### src/rtl/calendar_date_adder_macros.svh
// ----------------------------------------------------------------------------
// calendar date adder assertion macros
// shared property wrappers for the date adder checks
// ----------------------------------------------------------------------------
`ifndef CALENDAR_DATE_ADDER_MACROS_SVH
`define CALENDAR_DATE_ADDER_MACROS_SVH

// same-cycle implication, disabled in reset
`define CDA_ASSERT_NOW(lbl, clk, rst, ante, cons, msg) \
   lbl: assert property (@(posedge clk) disable iff (rst) (ante) |-> (cons)) else $error(msg);

// next-cycle implication, disabled in reset
`define CDA_ASSERT_NEXT(lbl, clk, rst, ante, cons, msg) \
   lbl: assert property (@(posedge clk) disable iff (rst) (ante) |=> (cons)) else $error(msg);

`endif

### src/rtl/cda_pkg.sv
// ----------------------------------------------------------------------------
// cda_pkg
// types, codes and calendar helpers for the calendar date adder
// ----------------------------------------------------------------------------
`default_nettype none

package cda_pkg;

   localparam logic [13:0] YEAR_MAX        = 14'd9999;
   localparam logic [3:0]  MONTHS_PER_YEAR = 4'd12;
   localparam logic [4:0]  DAYS_FEB        = 5'd28;
   localparam logic [4:0]  DAYS_SHORT      = 5'd30;
   localparam logic [4:0]  DAYS_LONG       = 5'd31;
   localparam logic [27:0] DIV100_MUL      = 28'd5243;
   localparam logic [31:0] DIV12_MUL       = 32'd43691;

   localparam int unsigned CSR_ADDR_W = 2;
   localparam int unsigned CSR_DATA_W = 14;

   localparam logic [CSR_ADDR_W-1:0] CSR_DEFAULT_DAY   = 2'd0;
   localparam logic [CSR_ADDR_W-1:0] CSR_DEFAULT_MONTH = 2'd1;
   localparam logic [CSR_ADDR_W-1:0] CSR_DEFAULT_YEAR  = 2'd2;

   typedef enum logic [1:0] {
      FUNC_LOAD   = 2'd0,
      FUNC_DAYS   = 2'd1,
      FUNC_MONTHS = 2'd2,
      FUNC_YEARS  = 2'd3
   } func_type;

   typedef enum logic [1:0] {
      STS_OK        = 2'd0,
      STS_BAD_MONTH = 2'd1,
      STS_BAD_DAY   = 2'd2,
      STS_YEAR      = 2'd3
   } status_type;

   typedef struct packed {
      func_type    func;
      logic [4:0]  load_day;
      logic [3:0]  load_month;
      logic [13:0] load_year;
      logic [15:0] amount;
   } req_word_type;

   typedef struct packed {
      logic [4:0]  cur_day;
      logic [3:0]  cur_month;
      logic [13:0] cur_year;
      status_type  status;
   } rsp_word_type;

   typedef enum logic [2:0] {
      CMD_IDLE    = 3'd0,
      CMD_CAPTURE = 3'd1,
      CMD_CHECK   = 3'd2,
      CMD_DAY     = 3'd3,
      CMD_MDIV    = 3'd4,
      CMD_MFIX    = 3'd5,
      CMD_YEAR    = 3'd6
   } cmd_op_type;

   typedef struct packed {
      cmd_op_type op;
      func_type   func;
   } cmd_type;

   typedef struct packed {
      logic day_end;
   } sts_type;

   // y / 100 by reciprocal, exact for all 14-bit years
   function automatic logic is_leap(input logic [13:0] y);
      logic [27:0] prod;
      logic [8:0]  quot;
      logic [15:0] quot100;
      logic [15:0] rem;
      begin
         prod    = {14'd0, y} * DIV100_MUL;
         quot    = prod[27:19];
         quot100 = {1'b0, quot, 6'd0} + {2'b0, quot, 5'd0} + {5'b0, quot, 2'd0};
         rem     = {2'b0, y} - quot100;
         is_leap = ((y[1:0] == 2'd0) && (rem != 16'd0)) ||
                   ((rem == 16'd0) && (quot[1:0] == 2'd0));
      end
   endfunction

   function automatic logic [4:0] month_len(input logic [3:0] m, input logic [13:0] y);
      logic [4:0] len;
      begin
         case (m) inside
            4'd2:                                   len = DAYS_FEB + {4'd0, is_leap(y)};
            4'd4, 4'd6, 4'd9, 4'd11:                len = DAYS_SHORT;
            4'd1, 4'd3, 4'd5, 4'd7, 4'd8, 4'd10, 4'd12: len = DAYS_LONG;
            default:                                len = 5'd0;
         endcase
         month_len = len;
      end
   endfunction

endpackage

`default_nettype wire

### src/rtl/calendar_date_adder.sv
// states from accept to strobe: load capture, check, done; add years capture, year,
// done; add months capture, mdiv, mfix, year, done; add days capture, day steps to a
// fit or year overflow, done; one item at a time: next accept the cycle after the result
// the result strobe is one cycle wide and cannot be stalled
// synchronous reset: held date 1 june 1970, defaults the same, controller idle
// ----------------------------------------------------------------------------
// calendar_date_adder
// holds one gregorian date and loads it or adds days, months or years
// ----------------------------------------------------------------------------
`default_nettype none
`include "calendar_date_adder_macros.svh"

module calendar_date_adder (
   input  wire                              clock,
   input  wire                              reset,
   input  wire                              start,
   output logic                             busy,
   input  cda_pkg::req_word_type            req_word,
   output logic                             rsp_valid,
   output cda_pkg::rsp_word_type            rsp_word,
   input  wire                              csr_we,
   input  wire  [cda_pkg::CSR_ADDR_W-1:0]   csr_addr,
   input  wire  [cda_pkg::CSR_DATA_W-1:0]   csr_wdata
);
   import cda_pkg::*;

   cmd_type cmd;
   sts_type sts;

   cda_ctrl u_ctrl (
      .clock     (clock),
      .reset     (reset),
      .start     (start),
      .func      (req_word.func),
      .sts       (sts),
      .cmd       (cmd),
      .busy      (busy),
      .rsp_valid (rsp_valid)
   );

   cda_dp u_dp (
      .clock     (clock),
      .reset     (reset),
      .cmd       (cmd),
      .sts       (sts),
      .req_word  (req_word),
      .csr_we    (csr_we),
      .csr_addr  (csr_addr),
      .csr_wdata (csr_wdata),
      .rsp_word  (rsp_word)
   );

   `CDA_ASSERT_NEXT(a_accept_busy, clock, reset, start && !busy, busy, "accepted word did not raise busy")
   `CDA_ASSERT_NOW(a_rsp_in_busy, clock, reset, rsp_valid, busy, "result strobe outside busy")
   `CDA_ASSERT_NEXT(a_rsp_pulse, clock, reset, rsp_valid, !rsp_valid && !busy, "result strobe longer than one cycle")
   `CDA_ASSERT_NOW(a_month_range, clock, reset, rsp_valid, rsp_word.cur_month >= 4'd1 && rsp_word.cur_month <= 4'd12, "held month out of range")

endmodule

`default_nettype wire

### src/rtl/cda_dp.sv
// ----------------------------------------------------------------------------
// cda_dp
// datapath: held date, defaults, working date and the calendar arithmetic
// ----------------------------------------------------------------------------
`default_nettype none

module cda_dp (
   input  wire                              clock,
   input  wire                              reset,
   input  cda_pkg::cmd_type                 cmd,
   output cda_pkg::sts_type                 sts,
   input  cda_pkg::req_word_type            req_word,
   input  wire                              csr_we,
   input  wire  [cda_pkg::CSR_ADDR_W-1:0]   csr_addr,
   input  wire  [cda_pkg::CSR_DATA_W-1:0]   csr_wdata,
   output cda_pkg::rsp_word_type            rsp_word
);
   import cda_pkg::*;

   logic [4:0]  def_day_ff,   def_day_in;
   logic [3:0]  def_month_ff, def_month_in;
   logic [13:0] def_year_ff,  def_year_in;
   logic [4:0]  held_day_ff,  held_day_in;
   logic [3:0]  held_month_ff, held_month_in;
   logic [13:0] held_year_ff, held_year_in;
   logic [4:0]  wd_ff, wd_in;
   logic [3:0]  wm_ff, wm_in;
   logic [13:0] wy_ff, wy_in;
   logic [15:0] left_ff, left_in;
   logic [31:0] prod_ff, prod_in;
   status_type  status_ff, status_in;

   logic [4:0]  len_cur;
   logic [16:0] sum_day;
   logic        day_fit;
   logic        day_ovf;
   logic [15:0] day_used;
   logic [12:0] quot;
   logic [16:0] quot12;
   logic [16:0] rem_full;
   logic [4:0]  mon_sum;
   logic [4:0]  mon_wrap;
   logic [3:0]  mon_new;
   logic [13:0] carry;
   logic [4:0]  len_new;
   logic [16:0] year_sum;
   logic        year_ovf;
   logic [4:0]  len_ny;

   always_comb begin
      len_cur  = month_len(wm_ff, wy_ff);
      sum_day  = {1'b0, left_ff} + {12'd0, wd_ff};
      day_fit  = sum_day <= {12'd0, len_cur};
      day_ovf  = !day_fit && (wm_ff == MONTHS_PER_YEAR) && (wy_ff == YEAR_MAX);
      day_used = {11'd0, len_cur} - {11'd0, wd_ff} + 16'd1;

      quot     = prod_ff[31:19];
      quot12   = {1'b0, quot, 3'd0} + {2'b0, quot, 2'd0};
      rem_full = {1'b0, left_ff} - quot12;
      mon_sum  = {1'b0, wm_ff} + {1'b0, rem_full[3:0]};
      mon_wrap = mon_sum - {1'b0, MONTHS_PER_YEAR};
      if (mon_sum > {1'b0, MONTHS_PER_YEAR}) begin
         mon_new = mon_wrap[3:0];
         carry   = {1'b0, quot} + 14'd1;
      end else begin
         mon_new = mon_sum[3:0];
         carry   = {1'b0, quot};
      end
      len_new  = month_len(mon_new, wy_ff);

      year_sum = {3'd0, wy_ff} + {1'b0, left_ff};
      year_ovf = year_sum > {3'd0, YEAR_MAX};
      len_ny   = month_len(wm_ff, year_sum[13:0]);
   end

   assign sts.day_end = day_fit || day_ovf;

   always_comb begin
      def_day_in    = def_day_ff;
      def_month_in  = def_month_ff;
      def_year_in   = def_year_ff;
      held_day_in   = held_day_ff;
      held_month_in = held_month_ff;
      held_year_in  = held_year_ff;
      wd_in         = wd_ff;
      wm_in         = wm_ff;
      wy_in         = wy_ff;
      left_in       = left_ff;
      prod_in       = prod_ff;
      status_in     = status_ff;

      if (csr_we) begin
         unique case (csr_addr)
            CSR_DEFAULT_DAY:   def_day_in   = csr_wdata[4:0];
            CSR_DEFAULT_MONTH: def_month_in = csr_wdata[3:0];
            CSR_DEFAULT_YEAR:  def_year_in  = csr_wdata;
            default: ;
         endcase
      end

      unique case (cmd.op)
         CMD_CAPTURE: begin
            left_in   = req_word.amount;
            status_in = STS_OK;
            if (cmd.func == FUNC_LOAD) begin
               wd_in = (req_word.load_day   != 5'd0)  ? req_word.load_day   : def_day_ff;
               wm_in = (req_word.load_month != 4'd0)  ? req_word.load_month : def_month_ff;
               wy_in = (req_word.load_year  != 14'd0) ? req_word.load_year  : def_year_ff;
            end else begin
               wd_in = held_day_ff;
               wm_in = held_month_ff;
               wy_in = held_year_ff;
            end
         end
         CMD_CHECK: begin
            if (wm_ff < 4'd1 || wm_ff > MONTHS_PER_YEAR) begin
               status_in = STS_BAD_MONTH;
            end else if (wd_ff < 5'd1 || wd_ff > len_cur) begin
               status_in = STS_BAD_DAY;
            end else if (wy_ff < 14'd1 || wy_ff > YEAR_MAX) begin
               status_in = STS_YEAR;
            end else begin
               status_in     = STS_OK;
               held_day_in   = wd_ff;
               held_month_in = wm_ff;
               held_year_in  = wy_ff;
            end
         end
         CMD_DAY: begin
            if (day_fit) begin
               status_in     = STS_OK;
               held_day_in   = sum_day[4:0];
               held_month_in = wm_ff;
               held_year_in  = wy_ff;
            end else if (day_ovf) begin
               status_in = STS_YEAR;
            end else begin
               left_in = left_ff - day_used;
               wd_in   = 5'd1;
               if (wm_ff == MONTHS_PER_YEAR) begin
                  wm_in = 4'd1;
                  wy_in = wy_ff + 14'd1;
               end else begin
                  wm_in = wm_ff + 4'd1;
               end
            end
         end
         CMD_MDIV: begin
            prod_in = {16'd0, left_ff} * DIV12_MUL;
         end
         CMD_MFIX: begin
            wm_in   = mon_new;
            wd_in   = (wd_ff > len_new) ? len_new : wd_ff;
            left_in = {2'd0, carry};
         end
         CMD_YEAR: begin
            if (left_ff == 16'd0) begin
               status_in     = STS_OK;
               held_day_in   = wd_ff;
               held_month_in = wm_ff;
               held_year_in  = wy_ff;
            end else if (year_ovf) begin
               status_in = STS_YEAR;
            end else begin
               status_in     = STS_OK;
               held_month_in = wm_ff;
               held_year_in  = year_sum[13:0];
               if (wd_ff == len_cur && is_leap(wy_ff) != is_leap(year_sum[13:0])) begin
                  held_day_in = len_ny;
               end else begin
                  held_day_in = wd_ff;
               end
            end
         end
         default: ;
      endcase
   end

   always_ff @(posedge clock) begin
      if (reset) begin
         def_day_ff    <= 5'd1;
         def_month_ff  <= 4'd6;
         def_year_ff   <= 14'd1970;
         held_day_ff   <= 5'd1;
         held_month_ff <= 4'd6;
         held_year_ff  <= 14'd1970;
         status_ff     <= STS_OK;
      end else begin
         def_day_ff    <= def_day_in;
         def_month_ff  <= def_month_in;
         def_year_ff   <= def_year_in;
         held_day_ff   <= held_day_in;
         held_month_ff <= held_month_in;
         held_year_ff  <= held_year_in;
         status_ff     <= status_in;
      end
   end

   always_ff @(posedge clock) begin
      wd_ff   <= wd_in;
      wm_ff   <= wm_in;
      wy_ff   <= wy_in;
      left_ff <= left_in;
      prod_ff <= prod_in;
   end

   assign rsp_word.cur_day   = held_day_ff;
   assign rsp_word.cur_month = held_month_ff;
   assign rsp_word.cur_year  = held_year_ff;
   assign rsp_word.status    = status_ff;

endmodule

`default_nettype wire

### src/rtl/cda_ctrl.sv
// ----------------------------------------------------------------------------
// cda_ctrl
// controller: sequences load check, day walk, month and year adds
// ----------------------------------------------------------------------------
`default_nettype none

module cda_ctrl (
   input  wire                clock,
   input  wire                reset,
   input  wire                start,
   input  cda_pkg::func_type  func,
   input  cda_pkg::sts_type   sts,
   output cda_pkg::cmd_type   cmd,
   output logic               busy,
   output logic               rsp_valid
);
   import cda_pkg::*;

   typedef enum logic [6:0] {
      S_IDLE = 7'b0000001,
      S_LOAD = 7'b0000010,
      S_DAY  = 7'b0000100,
      S_MDIV = 7'b0001000,
      S_MFIX = 7'b0010000,
      S_YEAR = 7'b0100000,
      S_DONE = 7'b1000000
   } state_type;

   state_type state_ff, state_in;

   always_comb begin
      state_in = state_ff;
      cmd.op   = CMD_IDLE;
      cmd.func = func;
      unique case (state_ff)
         S_IDLE: begin
            if (start) begin
               cmd.op = CMD_CAPTURE;
               unique case (func)
                  FUNC_LOAD:   state_in = S_LOAD;
                  FUNC_DAYS:   state_in = S_DAY;
                  FUNC_MONTHS: state_in = S_MDIV;
                  FUNC_YEARS:  state_in = S_YEAR;
                  default:     state_in = S_IDLE;
               endcase
            end
         end
         S_LOAD: begin
            cmd.op   = CMD_CHECK;
            state_in = S_DONE;
         end
         S_DAY: begin
            cmd.op = CMD_DAY;
            if (sts.day_end) begin
               state_in = S_DONE;
            end
         end
         S_MDIV: begin
            cmd.op   = CMD_MDIV;
            state_in = S_MFIX;
         end
         S_MFIX: begin
            cmd.op   = CMD_MFIX;
            state_in = S_YEAR;
         end
         S_YEAR: begin
            cmd.op   = CMD_YEAR;
            state_in = S_DONE;
         end
         S_DONE: begin
            state_in = S_IDLE;
         end
         default: begin
            state_in = S_IDLE;
         end
      endcase
   end

   always_ff @(posedge clock) begin
      if (reset) begin
         state_ff <= S_IDLE;
      end else begin
         state_ff <= state_in;
      end
   end

   assign busy      = (state_ff != S_IDLE);
   assign rsp_valid = (state_ff == S_DONE);

endmodule

`default_nettype wire

### config.mk
export PLATFORM = sky130hd
export DESIGN_NAME = calendar_date_adder
export DESIGN_NICKNAME = d
export VERILOG_FILES = /design/src/rtl/cda_pkg.sv /design/src/rtl/calendar_date_adder.sv /design/src/rtl/cda_dp.sv /design/src/rtl/cda_ctrl.sv
export VERILOG_INCLUDE_DIRS = /design/src /design/src/rtl
export SDC_FILE = /design/constraint.sdc
export NUM_CORES = 1
export LEC_CHECK = 0
export BUFFER_PORTS_ARGS = -buffer_cell sky130_fd_sc_hd__buf_2
export CAP_MARGIN = 40
export CORE_UTILIZATION = 55
export DETAILED_ROUTE_END_ITERATION = 10
export PLACE_DENSITY = 0.72
export REMOVE_ABC_BUFFERS = 1
export SLEW_MARGIN = 25
export SYNTH_ARGS = -nofsm -noshare
export SYNTH_HDL_FRONTEND = slang
export SYNTH_SLANG_ARGS = --single-unit
### constraint.sdc
create_clock -name clock -period 12.45 [get_ports clock]
set_input_delay 0.6225 -clock clock [delete_from_list [all_inputs] [get_ports clock]]
set_output_delay 0.6225 -clock clock [all_outputs]
set_load 0.02 [all_outputs]
==> results_dict.tcl <==
set metrics [dict create \
    maxSlewViolCount 0 \
    stdcell_area_sq_um 22900 \
    placed_area_sq_um 22400 \
    ys_async_sr_fraction 0 \
    relSlewSlack 0.453 \
    totalWireLength_mm 53.8 \
    synth.area.top_cells "ha_1, fa_1, inv_1" \
    start_util 0.559 \
    clock.fmax_ghz 0.0855 \
    routabilityCongestion 0.959 \
    yosysUniqueCellTypes 78 \
    drive_gt1_frac 0.0883 \
    core-area_sq_um 37700 \
    maxCapViolCount 0 \
    r2r_setup_slack_ns 0.75 \
    portBuffers 87 \
    grt_pass1_vias 17000 \
    synth_edf_count 52 \
    final-hold-violation-count 0 \
    drt_first_iter_violations 1059 \
    row_count 71 \
    cp-end-kind "flop" \
    outcome "finished clean" \
    syn_area_sq_um 21100 \
    fin_skew_ns 0.0148 \
    synth_top_area_share 0.278 \
    dr.pass1.iters 6 \
    grt-ovfl-total 0 \
    fin_crit_ns 11.70 \
    cts_tree "yes" \
    synthCells 2309 \
    arrival_ns 11.96 \
    chipWidth_um 198 \
    yosysTopAreaCell "ha_1" \
    antenna_found_initial 0 \
    clk_pin_slew_ns 0.08 \
    place_inst 2922 \
    vias_per_cell 5.63 \
    root_buffer "clkbuf_16" \
    min_period_over_period 0.940 \
    yosysWarnings 0 \
    grt_max_degree 59 \
    dieArea_sq_um 39100 \
    start_kind "flop" \
    wl_per_cell_um 18.2 \
    final_cell_mix "ha_1, inv_1, fa_1" \
    crit_slowest_cell "fa_1" \
    grt.total_usage 0.285 \
    met1_usage 0.374 \
    cp_max_fo 6 \
    setup_viol_count_final 0 \
    antennaDiodeCount 0 \
    htreeDepth 3 \
    dieHeight_um 198 \
    met3_usage 0.0285 \
    ys.flop_type "dfxtp_1" \
    dr_total_vias 16600 \
    remaining_drc_errors 0 \
    max_stage_delay_ns 0.55 \
    ys_ff_latch 107 \
    avgSynthCellArea_sq_um 9.12 \
    crit_required_ns 12.71 \
    insertion_delay_ns 0.37 \
    busiest_layer "met2" \
    area_growth_pct 9.00 \
    tns_ns 0 \
    dp_hpwl_mm 45.5 \
    ant_nets 0 \
    final_cells 2957 \
    met2_usage 0.490 \
    hold_path_class "flop to flop" \
    worstMarginPinSlew_ns 0.817 \
    grt_pass1_wl_mm 87.5 \
    nets 3191 \
    critPathKind "flop to flop" \
    clk_path_buf_depth 2 \
    cts_buffers 9 \
    cts.sinks 107 \
    layout_commonest_cell "ha_1" \
    num_io_pins 88 \
    synth.yosys.seq_area_share 0.126 \
]
[repair_timing]
item,4_1_cts,5_1_grt
resized for setup,0,24
hold endpoints to repair,0,0
setup buffers,0,16
setup endpoints to repair,0,7
hold buffers,0,0
[state kept, by name, summed over array words and instances, names as in the netlist]
| name | cells |
|---|---|
| u_ctrl.state_ff | 7 |
| u_dp.def_day_ff | 5 |
| u_dp.def_month_ff | 4 |
| u_dp.def_year_ff | 14 |
| u_dp.held_day_ff | 5 |
| u_dp.held_month_ff | 4 |
| u_dp.held_year_ff | 14 |
| u_dp.left_ff | 16 |
| u_dp.prod_ff | 13 |
| u_dp.status_ff | 2 |
| u_dp.wd_ff | 5 |
| u_dp.wm_ff | 4 |
| u_dp.wy_ff | 14 |
[final timing paths]
kind                        from                   to  depth (start not counted)
max                u_dp.wy_ff[0]  u_dp.held_day_ff[0]                         49
min          u_dp.def_year_ff[0]  u_dp.def_year_ff[0]                          2
max reg2reg        u_dp.wy_ff[0]  u_dp.held_day_ff[0]                         49
min reg2reg  u_dp.def_year_ff[0]  u_dp.def_year_ff[0]                          2
[cell families after synthesis]
family / share of synthesized area
simple gates: 0.100
compound gates: 0.136
flops: 0.126
buf+inv: 0.0894
xor+xnor: 0.0478
mux: 0.0116
fa+ha+maj: 0.488
[metrics by stage]
step	hold WS, ns	utilization	setup WS [ns]
floorplan	0.431	-	0.679
global placement	0.445	0.594	0.485
detailed placement	0.450	0.595	0.357
CTS	0.461	0.603	0.320
global route	0.472	0.609	-0.0415
finish	0.460	0.609	0.753
[final cells by class]
type,instances,area (sq um)
clock inverters,7,77.6
multi-input cells,1703,16600
inverters,459,1720
well taps,511,639
flip-flops and latches,107,2660
clock buffers,9,225
repair buffers,161,993
fillers,3370,14700
[synth_stat cells, types with 12 or more instances]
master and n:
a211o_1 17, a211oi_1 16, a21o_1 38, a21oi_1 129
a22oi_1 12, and3_1 15, clkbuf_1 36, dfxtp_1 55
edfxtp_1 52, fa_1 221, ha_1 468, inv_1 459
mux2i_1 21, nand2_1 135, nand2b_1 19, nand3_1 26
nand3b_1 14, nand4_1 18, nor2_1 126, nor2b_1 16
nor3_1 17, nor4_1 13, o211ai_1 23, o21a_1 15
o21ai_0 84, o21bai_1 17, xnor2_1 75, xor2_1 38
[routing by layer]
layer | routed length, um | vias to the layer above
met1 | 23900 | 8053
met2 | 25900 | 417
met3 | 2170 | 113
met4 | 1860 | 0
met5 | 0 | -
li1 | - | 8064
[critical path, delay by kind of cell (launching register included)]
family                   cells  cell delay, ns
AO/OA/AOI/OAI               20            4.00
AND/OR/NAND/NOR              7            1.04
buffers and inverters        6            0.74
flip-flops                   1            0.41
XOR/XNOR                     3            0.55
multiplexers                 1            0.23
adder cells (fa/ha/maj)     12            4.59
Power is not shown: default switching activity piles up to over one toggle a cycle in this logic, so the estimate is an artifact.
